### src/hdl/ultrasonic_range_controller_macros.svh
// assertion macros shared by the range controller modules
// expects clk and rst_n in the scope of each use
`ifndef ULTRASONIC_RANGE_CONTROLLER_MACROS_SVH
`define ULTRASONIC_RANGE_CONTROLLER_MACROS_SVH

// same-cycle implication, checked out of reset
`define URC_ASSERT_NOW(label, ante, cons) \
    label: assert property (@(posedge clk) disable iff (!rst_n) (ante) |-> (cons)) \
        else $error("urc check failed");

// next-cycle implication, checked out of reset
`define URC_ASSERT_NEXT(label, ante, cons) \
    label: assert property (@(posedge clk) disable iff (!rst_n) (ante) |=> (cons)) \
        else $error("urc check failed");

`endif

### src/hdl/urc_pkg.sv
// types and constants of the ultrasonic range controller
// no dependencies
package urc_pkg;

    localparam int unsigned RANGE_W = 11;
    localparam int unsigned TICK_W = 16;
    localparam int unsigned TPC_W = 8;
    localparam int unsigned CFG_IDX_W = 2;
    localparam int unsigned CFG_DATA_W = 16;

    localparam logic [RANGE_W-1:0] RANGE_MAX = 11'd1129;
    localparam logic [TICK_W-1:0] TICK_SAT = 16'hFFFF;

    // register indexes of the configuration port
    localparam logic [CFG_IDX_W-1:0] CFG_TRIGGER_TICKS = 2'd0;
    localparam logic [CFG_IDX_W-1:0] CFG_TIMEOUT_TICKS = 2'd1;
    localparam logic [CFG_IDX_W-1:0] CFG_TICKS_PER_CM = 2'd2;

    // register reset values: 1 ms trigger, 50 ms timeout, 58 us per cm
    localparam logic [TICK_W-1:0] TRIGGER_TICKS_RST = 16'd1000;
    localparam logic [TICK_W-1:0] TIMEOUT_TICKS_RST = 16'd50000;
    localparam logic [TPC_W-1:0] TICKS_PER_CM_RST = 8'd58;

    typedef struct packed {
        logic [TICK_W-1:0] trigger_ticks;
        logic [TICK_W-1:0] timeout_ticks;
        logic [TPC_W-1:0]  ticks_per_cm;
    } cfg_t;

    typedef struct packed {
        logic start_request;
        logic echo_level;
    } sample_t;

    typedef struct packed {
        logic               trigger_level;
        logic               done_res;
        logic               timed_out;
        logic [RANGE_W-1:0] range_cm;
    } result_t;

endpackage

### src/hdl/urc_if.sv
// valid/ready channel interfaces of the range controller
// depends on urc_pkg for the field widths
interface urc_sample_if;
    logic valid;
    logic ready;
    logic start_request;
    logic echo_level;

    modport source (output valid, output start_request, output echo_level, input ready);
    modport sink (input valid, input start_request, input echo_level, output ready);
endinterface

interface urc_result_if;
    logic                        valid;
    logic                        ready;
    logic                        trigger_level;
    logic                        done_res;
    logic                        timed_out;
    logic [urc_pkg::RANGE_W-1:0] range_cm;

    modport source (output valid, output trigger_level, output done_res,
                    output timed_out, output range_cm, input ready);
    modport sink (input valid, input trigger_level, input done_res,
                  input timed_out, input range_cm, output ready);
endinterface

### src/hdl/ultrasonic_range_controller.sv
// ultrasonic range controller: an accepted input word passes through the input register,
// the sequencer logic and the result register to its result word
// throughput one word per cycle while result.ready holds; each input word gives
// exactly one result word; the result register frees as it is taken, so the
// input side keeps flowing; reset (rst_n low, async) clears the sequencer to idle,
// range 0, empty registers, and loads the register defaults 1000 / 50000 / 58
module ultrasonic_range_controller (
    input  logic                          clk,
    input  logic                          rst_n,
    input  logic                          cfg_we,
    input  logic [urc_pkg::CFG_IDX_W-1:0] cfg_index,
    input  logic [urc_pkg::CFG_DATA_W-1:0] cfg_wdata,
    urc_sample_if.sink                    sample,
    urc_result_if.source                  result
);

    // configuration registers
    urc_pkg::cfg_t    cfg_reg;

    // input register: one captured tick word
    logic             in_valid_reg;
    urc_pkg::sample_t in_word_reg;

    // result register
    logic             out_valid_reg;
    urc_pkg::result_t out_word_reg;

    logic             advance;
    urc_pkg::result_t step_res;

    // a held word moves on when the result register is empty or being drained
    assign advance = in_valid_reg && (!out_valid_reg || result.ready);
    assign sample.ready = !in_valid_reg || advance;

    // register writes; unknown index is dropped
    always_ff @(posedge clk or negedge rst_n)
    begin
        if (!rst_n)
        begin
            cfg_reg.trigger_ticks <= urc_pkg::TRIGGER_TICKS_RST;
            cfg_reg.timeout_ticks <= urc_pkg::TIMEOUT_TICKS_RST;
            cfg_reg.ticks_per_cm <= urc_pkg::TICKS_PER_CM_RST;
        end
        else if (cfg_we)
        begin
            priority case (cfg_index)
                urc_pkg::CFG_TRIGGER_TICKS: cfg_reg.trigger_ticks <= cfg_wdata;
                urc_pkg::CFG_TIMEOUT_TICKS: cfg_reg.timeout_ticks <= cfg_wdata;
                urc_pkg::CFG_TICKS_PER_CM:
                    cfg_reg.ticks_per_cm <= cfg_wdata[urc_pkg::TPC_W-1:0];
                default: ;
            endcase
        end
    end

    // input capture
    always_ff @(posedge clk or negedge rst_n)
    begin
        if (!rst_n)
        begin
            in_valid_reg <= 1'b0;
        end
        else if (sample.ready)
        begin
            in_valid_reg <= sample.valid;
        end
    end

    always_ff @(posedge clk)
    begin
        if (sample.valid && sample.ready)
        begin
            in_word_reg.start_request <= sample.start_request;
            in_word_reg.echo_level <= sample.echo_level;
        end
    end

    // sequencer steps once per word moved into the result register
    urc_seq u_seq (
        .clk     (clk),
        .rst_n   (rst_n),
        .step_en (advance),
        .cfg     (cfg_reg),
        .smp     (in_word_reg),
        .res     (step_res)
    );

    // result register
    always_ff @(posedge clk or negedge rst_n)
    begin
        if (!rst_n)
        begin
            out_valid_reg <= 1'b0;
        end
        else if (advance)
        begin
            out_valid_reg <= 1'b1;
        end
        else if (result.ready)
        begin
            out_valid_reg <= 1'b0;
        end
    end

    always_ff @(posedge clk)
    begin
        if (advance)
        begin
            out_word_reg <= step_res;
        end
    end

    assign result.valid = out_valid_reg;
    assign result.trigger_level = out_word_reg.trigger_level;
    assign result.done_res = out_word_reg.done_res;
    assign result.timed_out = out_word_reg.timed_out;
    assign result.range_cm = out_word_reg.range_cm;

`include "ultrasonic_range_controller_macros.svh"

    // error flag only ever rides on a done word
    `URC_ASSERT_NOW(a_err_with_done, out_valid_reg && out_word_reg.timed_out,
                    out_word_reg.done_res)
    // a captured word that cannot move on stays put
    `URC_ASSERT_NEXT(a_in_word_kept, in_valid_reg && !advance,
                     in_valid_reg && $stable(in_word_reg))

endmodule

### src/hdl/urc_seq.sv
// measurement sequencer: phase, tick timer, centimetre counter, held range
// depends on urc_pkg and ultrasonic_range_controller_macros.svh
module urc_seq (
    input  logic             clk,
    input  logic             rst_n,
    input  logic             step_en,
    input  urc_pkg::cfg_t    cfg,
    input  urc_pkg::sample_t smp,
    output urc_pkg::result_t res
);

    typedef enum logic [3:0] {
        PH_IDLE = 4'b0001,
        PH_TRIG = 4'b0010,
        PH_WAIT = 4'b0100,
        PH_MEAS = 4'b1000
    } phase_t;

    phase_t                              phase_reg, phase_next;
    logic [urc_pkg::TICK_W-1:0]          phase_ticks_reg, phase_ticks_next;
    logic [urc_pkg::TPC_W-1:0]           cm_prescale_reg, cm_prescale_next;
    logic [urc_pkg::RANGE_W-1:0]         cm_count_reg, cm_count_next;
    logic                                echo_before_reg;
    logic [urc_pkg::RANGE_W-1:0]         range_held_reg, range_held_next;

    logic                                rise, fall;
    logic [urc_pkg::TICK_W-1:0]          ticks_inc;
    logic                                timeout_hit;
    logic [urc_pkg::TPC_W-1:0]           pre_base, pre_inc, pre_step;
    logic [urc_pkg::RANGE_W-1:0]         cnt_base, cnt_step;
    logic                                done, err;

    assign rise = smp.echo_level & ~echo_before_reg;
    assign fall = ~smp.echo_level & echo_before_reg;

    // saturating tick timer shared by trigger and timeout checks
    assign ticks_inc = (phase_ticks_reg != urc_pkg::TICK_SAT) ?
                       phase_ticks_reg + 1'b1 : phase_ticks_reg;
    assign timeout_hit = (ticks_inc >= cfg.timeout_ticks);

    // one high echo tick; the rise tick starts from a cleared count
    always_comb
    begin
        pre_base = (phase_reg == PH_WAIT) ? '0 : cm_prescale_reg;
        cnt_base = (phase_reg == PH_WAIT) ? '0 : cm_count_reg;
        pre_inc = pre_base + 1'b1;
        if (pre_inc >= cfg.ticks_per_cm)
        begin
            pre_step = '0;
            cnt_step = (cnt_base < urc_pkg::RANGE_MAX) ? cnt_base + 1'b1 : cnt_base;
        end
        else
        begin
            pre_step = pre_inc;
            cnt_step = cnt_base;
        end
    end

    always_comb
    begin
        phase_next = phase_reg;
        phase_ticks_next = phase_ticks_reg;
        cm_prescale_next = cm_prescale_reg;
        cm_count_next = cm_count_reg;
        range_held_next = range_held_reg;
        done = 1'b0;
        err = 1'b0;
        unique case (phase_reg)
            PH_IDLE:
            begin
                if (smp.start_request)
                begin
                    phase_next = PH_TRIG;
                    phase_ticks_next = '0;
                end
            end
            PH_TRIG:
            begin
                if (ticks_inc >= cfg.trigger_ticks)
                begin
                    phase_next = PH_WAIT;
                    phase_ticks_next = '0;
                end
                else
                begin
                    phase_ticks_next = ticks_inc;
                end
            end
            PH_WAIT:
            begin
                if (rise)
                begin
                    phase_next = PH_MEAS;
                    phase_ticks_next = '0;
                    cm_prescale_next = pre_step;
                    cm_count_next = cnt_step;
                end
                else
                begin
                    phase_ticks_next = ticks_inc;
                    if (timeout_hit)
                    begin
                        phase_next = PH_IDLE;
                        done = 1'b1;
                        err = 1'b1;
                    end
                end
            end
            PH_MEAS:
            begin
                if (fall)
                begin
                    phase_next = PH_IDLE;
                    done = 1'b1;
                    range_held_next = cm_count_reg;
                end
                else
                begin
                    cm_prescale_next = pre_step;
                    cm_count_next = cnt_step;
                    phase_ticks_next = ticks_inc;
                    if (timeout_hit)
                    begin
                        phase_next = PH_IDLE;
                        done = 1'b1;
                        err = 1'b1;
                    end
                end
            end
            default:
            begin
                phase_next = PH_IDLE;
            end
        endcase
    end

    always_ff @(posedge clk or negedge rst_n)
    begin
        if (!rst_n)
        begin
            phase_reg <= PH_IDLE;
            phase_ticks_reg <= '0;
            cm_prescale_reg <= '0;
            cm_count_reg <= '0;
            echo_before_reg <= 1'b0;
            range_held_reg <= '0;
        end
        else if (step_en)
        begin
            phase_reg <= phase_next;
            phase_ticks_reg <= phase_ticks_next;
            cm_prescale_reg <= cm_prescale_next;
            cm_count_reg <= cm_count_next;
            echo_before_reg <= smp.echo_level;
            range_held_reg <= range_held_next;
        end
    end

    assign res.trigger_level = (phase_next == PH_TRIG);
    assign res.done_res = done;
    assign res.timed_out = err;
    assign res.range_cm = range_held_next;

`include "ultrasonic_range_controller_macros.svh"

    `URC_ASSERT_NOW(a_done_ends_phase, step_en && done, phase_next == PH_IDLE)
    `URC_ASSERT_NOW(a_count_saturates, 1'b1, cm_count_reg <= urc_pkg::RANGE_MAX)
    `URC_ASSERT_NEXT(a_hold_when_stalled, !step_en,
                     $stable(cm_count_reg) && $stable(phase_ticks_reg))

endmodule
### src/flat_wrapper.sv
// flat-port wrapper written by rule: the top's interface ports become plain ports
module ultrasonic_range_controller_flat 
  (clk, rst_n, cfg_we, cfg_index, cfg_wdata, sample_valid, sample_start_request, sample_echo_level, sample_ready, result_valid, result_trigger_level, result_done_res, result_timed_out, result_range_cm, result_ready);
  urc_sample_if sample_i ();
  urc_result_if result_i ();
  input  logic clk;
  input  logic rst_n;
  input  logic cfg_we;
  input  logic [urc_pkg::CFG_IDX_W-1:0] cfg_index;
  input  logic [urc_pkg::CFG_DATA_W-1:0] cfg_wdata;
  input wire logic [$bits(sample_i.valid)-1:0] sample_valid;
  input wire logic [$bits(sample_i.start_request)-1:0] sample_start_request;
  input wire logic [$bits(sample_i.echo_level)-1:0] sample_echo_level;
  output wire logic [$bits(sample_i.ready)-1:0] sample_ready;
  output wire logic [$bits(result_i.valid)-1:0] result_valid;
  output wire logic [$bits(result_i.trigger_level)-1:0] result_trigger_level;
  output wire logic [$bits(result_i.done_res)-1:0] result_done_res;
  output wire logic [$bits(result_i.timed_out)-1:0] result_timed_out;
  output wire logic [$bits(result_i.range_cm)-1:0] result_range_cm;
  input wire logic [$bits(result_i.ready)-1:0] result_ready;
  assign sample_i.valid = sample_valid;
  assign sample_i.start_request = sample_start_request;
  assign sample_i.echo_level = sample_echo_level;
  assign sample_ready = sample_i.ready;
  assign result_valid = result_i.valid;
  assign result_trigger_level = result_i.trigger_level;
  assign result_done_res = result_i.done_res;
  assign result_timed_out = result_i.timed_out;
  assign result_range_cm = result_i.range_cm;
  assign result_i.ready = result_ready;
  ultrasonic_range_controller u_core (.clk(clk), .rst_n(rst_n), .cfg_we(cfg_we), .cfg_index(cfg_index), .cfg_wdata(cfg_wdata), .sample(sample_i), .result(result_i));
endmodule
### config.mk
export PLATFORM = sky130hd
export DESIGN_NAME = ultrasonic_range_controller_flat
export DESIGN_NICKNAME = d
export VERILOG_FILES = /design/src/hdl/urc_pkg.sv /design/src/hdl/urc_if.sv /design/src/hdl/ultrasonic_range_controller.sv /design/src/hdl/urc_seq.sv /design/src/flat_wrapper.sv
export VERILOG_INCLUDE_DIRS = /design/src /design/src/hdl
export SDC_FILE = /design/constraint.sdc
export NUM_CORES = 1
export LEC_CHECK = 0
export ABC_AREA = 1
export BUFFER_PORTS_ARGS = -buffer_cell sky130_fd_sc_hd__buf_2
export CORE_ASPECT_RATIO = 0.5
export CORE_MARGIN = 4
export CORE_UTILIZATION = 57
export CTS_BUF_LIST = sky130_fd_sc_hd__clkbuf_2 sky130_fd_sc_hd__clkbuf_4 sky130_fd_sc_hd__clkbuf_8
export CTS_CLUSTER_DIAMETER = 40
export CTS_CLUSTER_SIZE = 40
export DETAILED_ROUTE_END_ITERATION = 12
export GPL_TIMING_DRIVEN = 0
export PLACE_DENSITY = 0.76
export RECOVER_POWER = 25
export SYNTH_ARGS = -nofsm -noshare
export SYNTH_HDL_FRONTEND = slang
export SYNTH_HIERARCHICAL = 1
export SYNTH_SLANG_ARGS = --single-unit
export TNS_END_PERCENT = 30
### constraint.sdc
create_clock -name clk -period 5.4 [get_ports clk]
set_input_delay 1.08 -clock clk [delete_from_list [all_inputs] [get_ports clk]]
set_output_delay 1.08 -clock clk [all_outputs]
set_load 0.02 [all_outputs]
======== After elaboration in Yosys (flattened, before gate mapping) ========
Cells that the tools add are included.
word-level totals
  bits in registers ....................... 109
  bits in latches ......................... 0
  memory bits (writable) .................. 0
  bits in read-only memories .............. 0
  logic and storage cells ................. 87
  memories ................................ 0
operators by class
  $add $sub $neg .......................... 3
  $mul .................................... 0
  divide/modulo/power cells ............... 0
  magnitude comparators ................... 4
  equality and inequality tests ........... 11
  shift operators ......................... 0
  mux-type cells .......................... 33
  bitwise gates (word level) .............. 4
  reduce and logical (&&, ||, !) cells .... 15
operator list
  kind                                                count
  two-way mux 16 bit                                  5
  two-way mux 11 bit                                  7
  one-hot mux 16 bit (4 select lines)                 1
  >= comparator 16 bit                                2
  two-way mux 8 bit                                   4
  one-hot mux 11 bit (2 select lines)                 1
  two-way mux 4 bit                                   5
  adder 16 x 1 -> 16 bit, second input constant       1
  inequality test 16 bit, second input constant       1
  one-hot mux 4 bit (4 select lines)                  1
  one-hot mux 8 bit (2 select lines)                  1
  adder 11 x 1 -> 11 bit, second input constant       1
  less-than comparator 11 bit, second input constant  1
  adder 8 x 1 -> 8 bit, second input constant         1
  == test 4 x 2 -> 1 bit, second input constant       2
  >= comparator 8 bit                                 1
  AND reduction 4 bit                                 2
  two-way mux 1 bit                                   6
  AND reduction 2 bit                                 3
  == test 4 x 1 -> 1 bit, second input constant       1
  == test 4 x 3 -> 1 bit, second input constant       1
  == test 4 bit, second input constant                1
  inequality test 2 bit, second input constant        2
  one-hot mux 1 bit (2 select lines)                  2
  11 further kinds                                    17

======== Longest topological paths before layout ========
  depth after elaboration ................. 7
  depth in mapped cells ................... 23

======== Hierarchy ========
Netlist, hierarchy kept.
modules (own cells, without submodules)
  module                       times used  cells an instance  area an instance (sq um)  seq. area each (sq um)
  urc_seq                      1           650                4369.2                    1277.5
  ultrasonic_range_controller  1           205                2258.4                    1551.5

======== Worst setup path after synthesis ========
Ideal clock, no wire load.
  path type ............................... flip-flop to flip-flop
  from .................................... register u_core.u_seq.phase_reg[0]
  to ...................................... register u_core/u_seq/cm_count_reg[7] (netlist name)
  setup time .............................. 0.117 ns
  arrival ................................. 3.049 ns
  slack ................................... 2.234 ns
  stages on the path, launching flop included .. 23
  path buffers ............................ 1
  period minus slack after synthesis ...... 3.166 ns
  cell sequence ........................... dfstp_2 -> nor2_2 -> nand2_2 -> buf_6 -> nand2_1 -> inv_2 -> ha_1 -> nand4_1 -> inv_1 -> nand3_1 -> or2_2 -> nand2_1 -> inv_1 -> ha_1 -> nand2_1 -> nor2_1 -> nand4_1 -> nand3_1 -> nand4_4 -> nor2_4 -> nand3_1 -> nand2_1 -> nand2_1
between the ends
  word-level cells in the longest chain between the ends .. 7
  elaborated cells between the ends (all ways) .. 17
RTL lines
  item                                                              RTL line                                     text
  start: declaration                                                urc_seq.sv:19                                phase_t phase_reg, phase_next;
  start signal: assignment                                          urc_seq.sv:150                               phase_reg <= phase_next;
  == test 4 x 3 -> 1 bit                                            urc_seq.sv:44, urc_seq.sv:45, urc_seq.sv:68
  two-way mux 8 bit / two-way mux 11 bit (equally long branches)    urc_seq.sv:44, urc_seq.sv:45
  adder 8 x 1 -> 8 bit, or another cell as far along                urc_seq.sv:46                                pre_inc = pre_base + 1'b1;
  >= comparator 8 bit / two-way mux 11 bit (equally long branches)  urc_seq.sv:47, urc_seq.sv:50
  two-way mux 11 bit                                                urc_seq.sv:47                                if (pre_inc >= cfg.ticks_per_cm)
  two-way mux 11 bit, on equally long branches                      urc_seq.sv:111, urc_seq.sv:91
  one-hot mux 11 bit (2 select lines)                               urc_seq.sv:68                                unique case (phase_reg)
  end signal: assignment                                            urc_seq.sv:153                               cm_count_reg <= cm_count_next;
  end: declaration                                                  urc_seq.sv:22                                logic [urc_pkg::RANGE_W-1:0] cm_count_reg, cm_count_next;
Several ways; a longest one is shown, not always the timed one. The select of a mux whose other input is x is not followed.
A chain may end at the register's enable or synchronous reset.

======== Worst setup path in the final report ========
  from .................................... register u_core/u_seq/phase_ticks_reg[0] (netlist name)
  to ...................................... register u_core/u_seq/phase_ticks_reg[3] (netlist name)
between the ends
  word-level cells in the longest chain between the ends .. 5
  elaborated cells between the ends (all ways) .. 8
RTL lines
  item                                                                     RTL line                      text
  start: declaration                                                       urc_seq.sv:20                 logic [urc_pkg::TICK_W-1:0] phase_ticks_reg, phase_ticks_next;
  start signal: assignment                                                 urc_seq.sv:151                phase_ticks_reg <= phase_ticks_next;
  adder 16 x 1 -> 16 bit / inequality test 16 bit (equally long branches)  urc_seq.sv:38, urc_seq.sv:37
  two-way mux 16 bit *                                                     urc_seq.sv:37                 assign ticks_inc = (phase_ticks_reg != urc_pkg::TICK_SAT) ?
  >= comparator 16 bit                                                     urc_seq.sv:79                 if (ticks_inc >= cfg.trigger_ticks)
  two-way mux 16 bit                                                       urc_seq.sv:79
  one-hot mux 16 bit (4 select lines) *                                    urc_seq.sv:68
Mark *: on every way between the ends. The rest lies on a longest branch, timed or not. The select of a mux whose other input is x is not followed.

==> results.yml <==
run_status:
  outcome: "finished, violations left"
  violations: "max-capacitance violations, max-slew violations"
synthesis:
  syn_area_per_cell_um2: 7.752
  ys_types: 38
  synth-edff-count: 16
  yosys_register_bits: 109
  synth_commonest_cells: "287 x nand2_1, 114 x inv_1, 76 x dfrtp_1"
  synth.area.top_cells: "dfrtp_1 29%, nand2_1 16%, ha_1 8.1%"
  synth_most_common_cell: "nand2_1"
  synth_ff_type: "dfrtp_1"
  yosysSeqAreaShare_pct: 42.68
  netlist.area_leader.share_pct: 28.70
  syn_area_mm2: 0.006628
  yosysTopAreaCell: "dfrtp_1"
  synth_nets: 923
  syn_inst: 855
  yosysWarningCount: 6
  async_reset_ff_share_pct: 85.32
sta:
  fin_skew_ns: 0.01396
  layout_setup_ws_ns: 1.520
  slew_headroom_pct: -93.74
  timing.fmax_ghz: 0.2577
  setup-violations-final: 0
  min_period_over_period_pct: 71.85
  slew_violations: 52
  tightest_slew_ns: 2.906
  post-route-min-period_ns: 3.880
  hold_viol: 0
  rsz0062_at_grt: "no"
  fin_tns_setup_ns: 0
place:
  gp_congestion: 0.8988
  dp_slack_ns: 1.648
  dp_hpwl_um: 11880
  dp_cells: 1053
  port_buffers: 38
worst_setup_path:
  path_class: "reg -> reg"
  critPathRequiredTime_ns: 5.69
  cp_max_fo: 10
  start_kind: "flop"
  worstSetupEndpointType: "flop"
  arrival_ns: 4.17
power_and_ir_drop:
  p_sw_share_pct: 34.82
  p_seq_share_pct: 50.7
  comb_power_share_pct: 25.3
  fin_total_pwr_mw: 1.957
  power_leakage_nw: 3.790
  p_sw_mw: 0.6814
  p_clk_share_pct: 24.0
  p_int_mw: 1.276
  power_density_mw_per_mm2: 271.2
  max-vdd-ir-drop_v: 0.0001469
global_routing:
  overflow: 0
  track_usage_pct: 23.86
  grt_pass1_wl_um: 26320
  grt_pass1_vias: 5477
  grt_max_degree: 53
  antenna_found_initial: 0
finish:
  largest_reg_flops: 40
  fin_cells: 1069
  utilization_pct: 64.53
  nFillCells: 1008
  syn2layout_area_growth_pct: 8.873
  fin_nets: 973
  n_antenna_cell: 0
  drive_gt1_share_pct: 12.97
detailed_routing:
  wl_per_cell_um: 14.56
  first_iter_violations: 397
  routed_wl_um: 15570
  firstDrtPassIters: 5
  drtAntennaViolNets: 0
  drc: 0
  vias: 5791
  viasPerCell: 5.417
cts:
  ctsHoldBuffers: 0
  cts_tree: "built"
  cts.sinks: 109
  cts_resized: 0
  cts_root_buffer: "clkbuf_8"
  h-tree-depth: 3
  insertion_delay_ns: 0.38
  clk_pin_slew_worst_paths_ns: 0.11
  clock_path_buffers: 2
  post_cts_buffers: 0
  numCtsBuffers: 9
die:
  start_util_pct: 59.27
  core_area_mm2: 0.01118
  ios: 41
  die-area_mm2: 0.01352
  die_w_um: 160.5
  std_cell_rows: 27
  die_h_um: 84.25
worst_hold_path:
  hold_path_class: "reg -> reg"
job:
  maxCapViolations: 1
==> logic make-up after synthesis <==
| kind of cell | after synthesis | share of synthesized area (%) |
|---|---|---|
| AOI/OAI and AO/OA | 79 | 6.287 |
| buffers and inverters | 145 | 9.458 |
| adders and majority gates | 43 | 8.118 |
| xor gates and xnor gates | 14 | 1.850 |
| and+or+nand+nor | 465 | 31.60 |
| DFF | 109 | 42.68 |
==> cell usage in the layout (no fill, tap or decap), types with 2 or more instances in the layout <==
master	instances
nand2_1	287
inv_1	114
dfrtp_1	76
nand3_1	55
nand4_1	45
buf_2	44
o21ai_0	43
ha_1	43
nor2_1	41
a21oi_1	24
dfstp_2	17
edfxtp_1	16
xor2_1	10
nor3_1	10
clkbuf_8	9
clkbuf_1	8
buf_6	7
nor2_4	6
buf_4	5
nand3_2	5
inv_2	4
xnor2_1	4
nand2_2	4
o31ai_1	4
clkinv_2	2
inv_6	2
o21a_1	2
or2_2	2
nor2_2	2
nor4_1	2
o21ai_1	2
==> layer usage <==
layer / share of wire (%) / track usage, %
met5: 0 / 0
met4: 0.57 / 4.137
met3: 8.0 / 4.708
met2: 42 / 35.93
met1: 49 / 36.28
==> stage by stage <==
stage / instance area [um2] / hold slack, ns
after floorplan: 6628 / 0.4419
after global placement: 7017 / 0.4505
after detailed placement: 7043 / 0.4548
after CTS: 7222 / 0.4690
after global routing: 7216 / 0.4906
final: 7216 / 0.4684
==> path summary, 6_finish.rpt <==
kind                                                             start                                           to  slack, ns  cells past startpoint
setup / recovery           u_core/u_seq/phase_ticks_reg[0]$_DFFE_PN0P_  u_core/u_seq/phase_ticks_reg[3]$_DFFE_PN0P_       1.52                     19
hold / removal                          u_core/cfg_reg[22]$_DFFE_PN1P_               u_core/cfg_reg[22]$_DFFE_PN1P_       0.47                      2
setup reg to reg           u_core/u_seq/phase_ticks_reg[0]$_DFFE_PN0P_  u_core/u_seq/phase_ticks_reg[3]$_DFFE_PN0P_       1.52                     19
hold reg to reg                         u_core/cfg_reg[22]$_DFFE_PN1P_               u_core/cfg_reg[22]$_DFFE_PN1P_       0.47                      2
max in group asynchronous                                        rst_n               u_core/cfg_reg[19]$_DFFE_PN0P_       2.13                      1
min in group asynchronous                                        rst_n                u_core/cfg_reg[2]$_DFFE_PN0P_       1.63                      1
==> final cells by class <==
| cell class | count | area [um2] | area share [%] |
|---|---|---|---|
| Buffer | 27 | 181.4 | 2.514 |
| Tap cell | 159 | 198.9 | 2.757 |
| Sequential cell | 109 | 2829 | 39.21 |
| Clock buffer | 9 | 123.9 | 1.717 |
| Clock inverter | 7 | 55.05 | 0.7630 |
| Timing Repair Buffer | 39 | 209.0 | 2.896 |
| Multi-Input combinational cell | 601 | 3176 | 44.01 |
| Inverter | 118 | 442.9 | 6.138 |
==> power by group through the flow <==
stage | logic, mW | clock network [mW] | registers (mW)
2_1_floorplan | 0.342 | 0 | 1.01
3_3_place_gp | 0.474 | 0 | 1.00
3_5_place_dp | 0.491 | 0 | 1.01
4_1_cts | 0.494 | 0.483 | 0.990
5_1_grt | 0.570 | 0.521 | 1.00
6_report | 0.495 | 0.470 | 0.991
==> worst max-delay path: stages, from the launching register on <==
cell      delay, ns
dfrtp_1        0.49
ha_1           0.26
nand3_2        0.14
nor2_4         0.17
nand2_1        0.06
nor2_1         0.25
inv_1          0.10
o21ai_0        0.34
inv_1          0.17
ha_1           0.32
a21oi_1        0.15
o21ai_0        0.09
nand2_1        0.06
nand2_1        0.06
nand2_1        0.06
nand3_1        0.16
o21bai_1       0.48
buf_4          0.27
nand2_1        0.06
o21ai_0        0.09
Power figures use the tool's default switching activity.
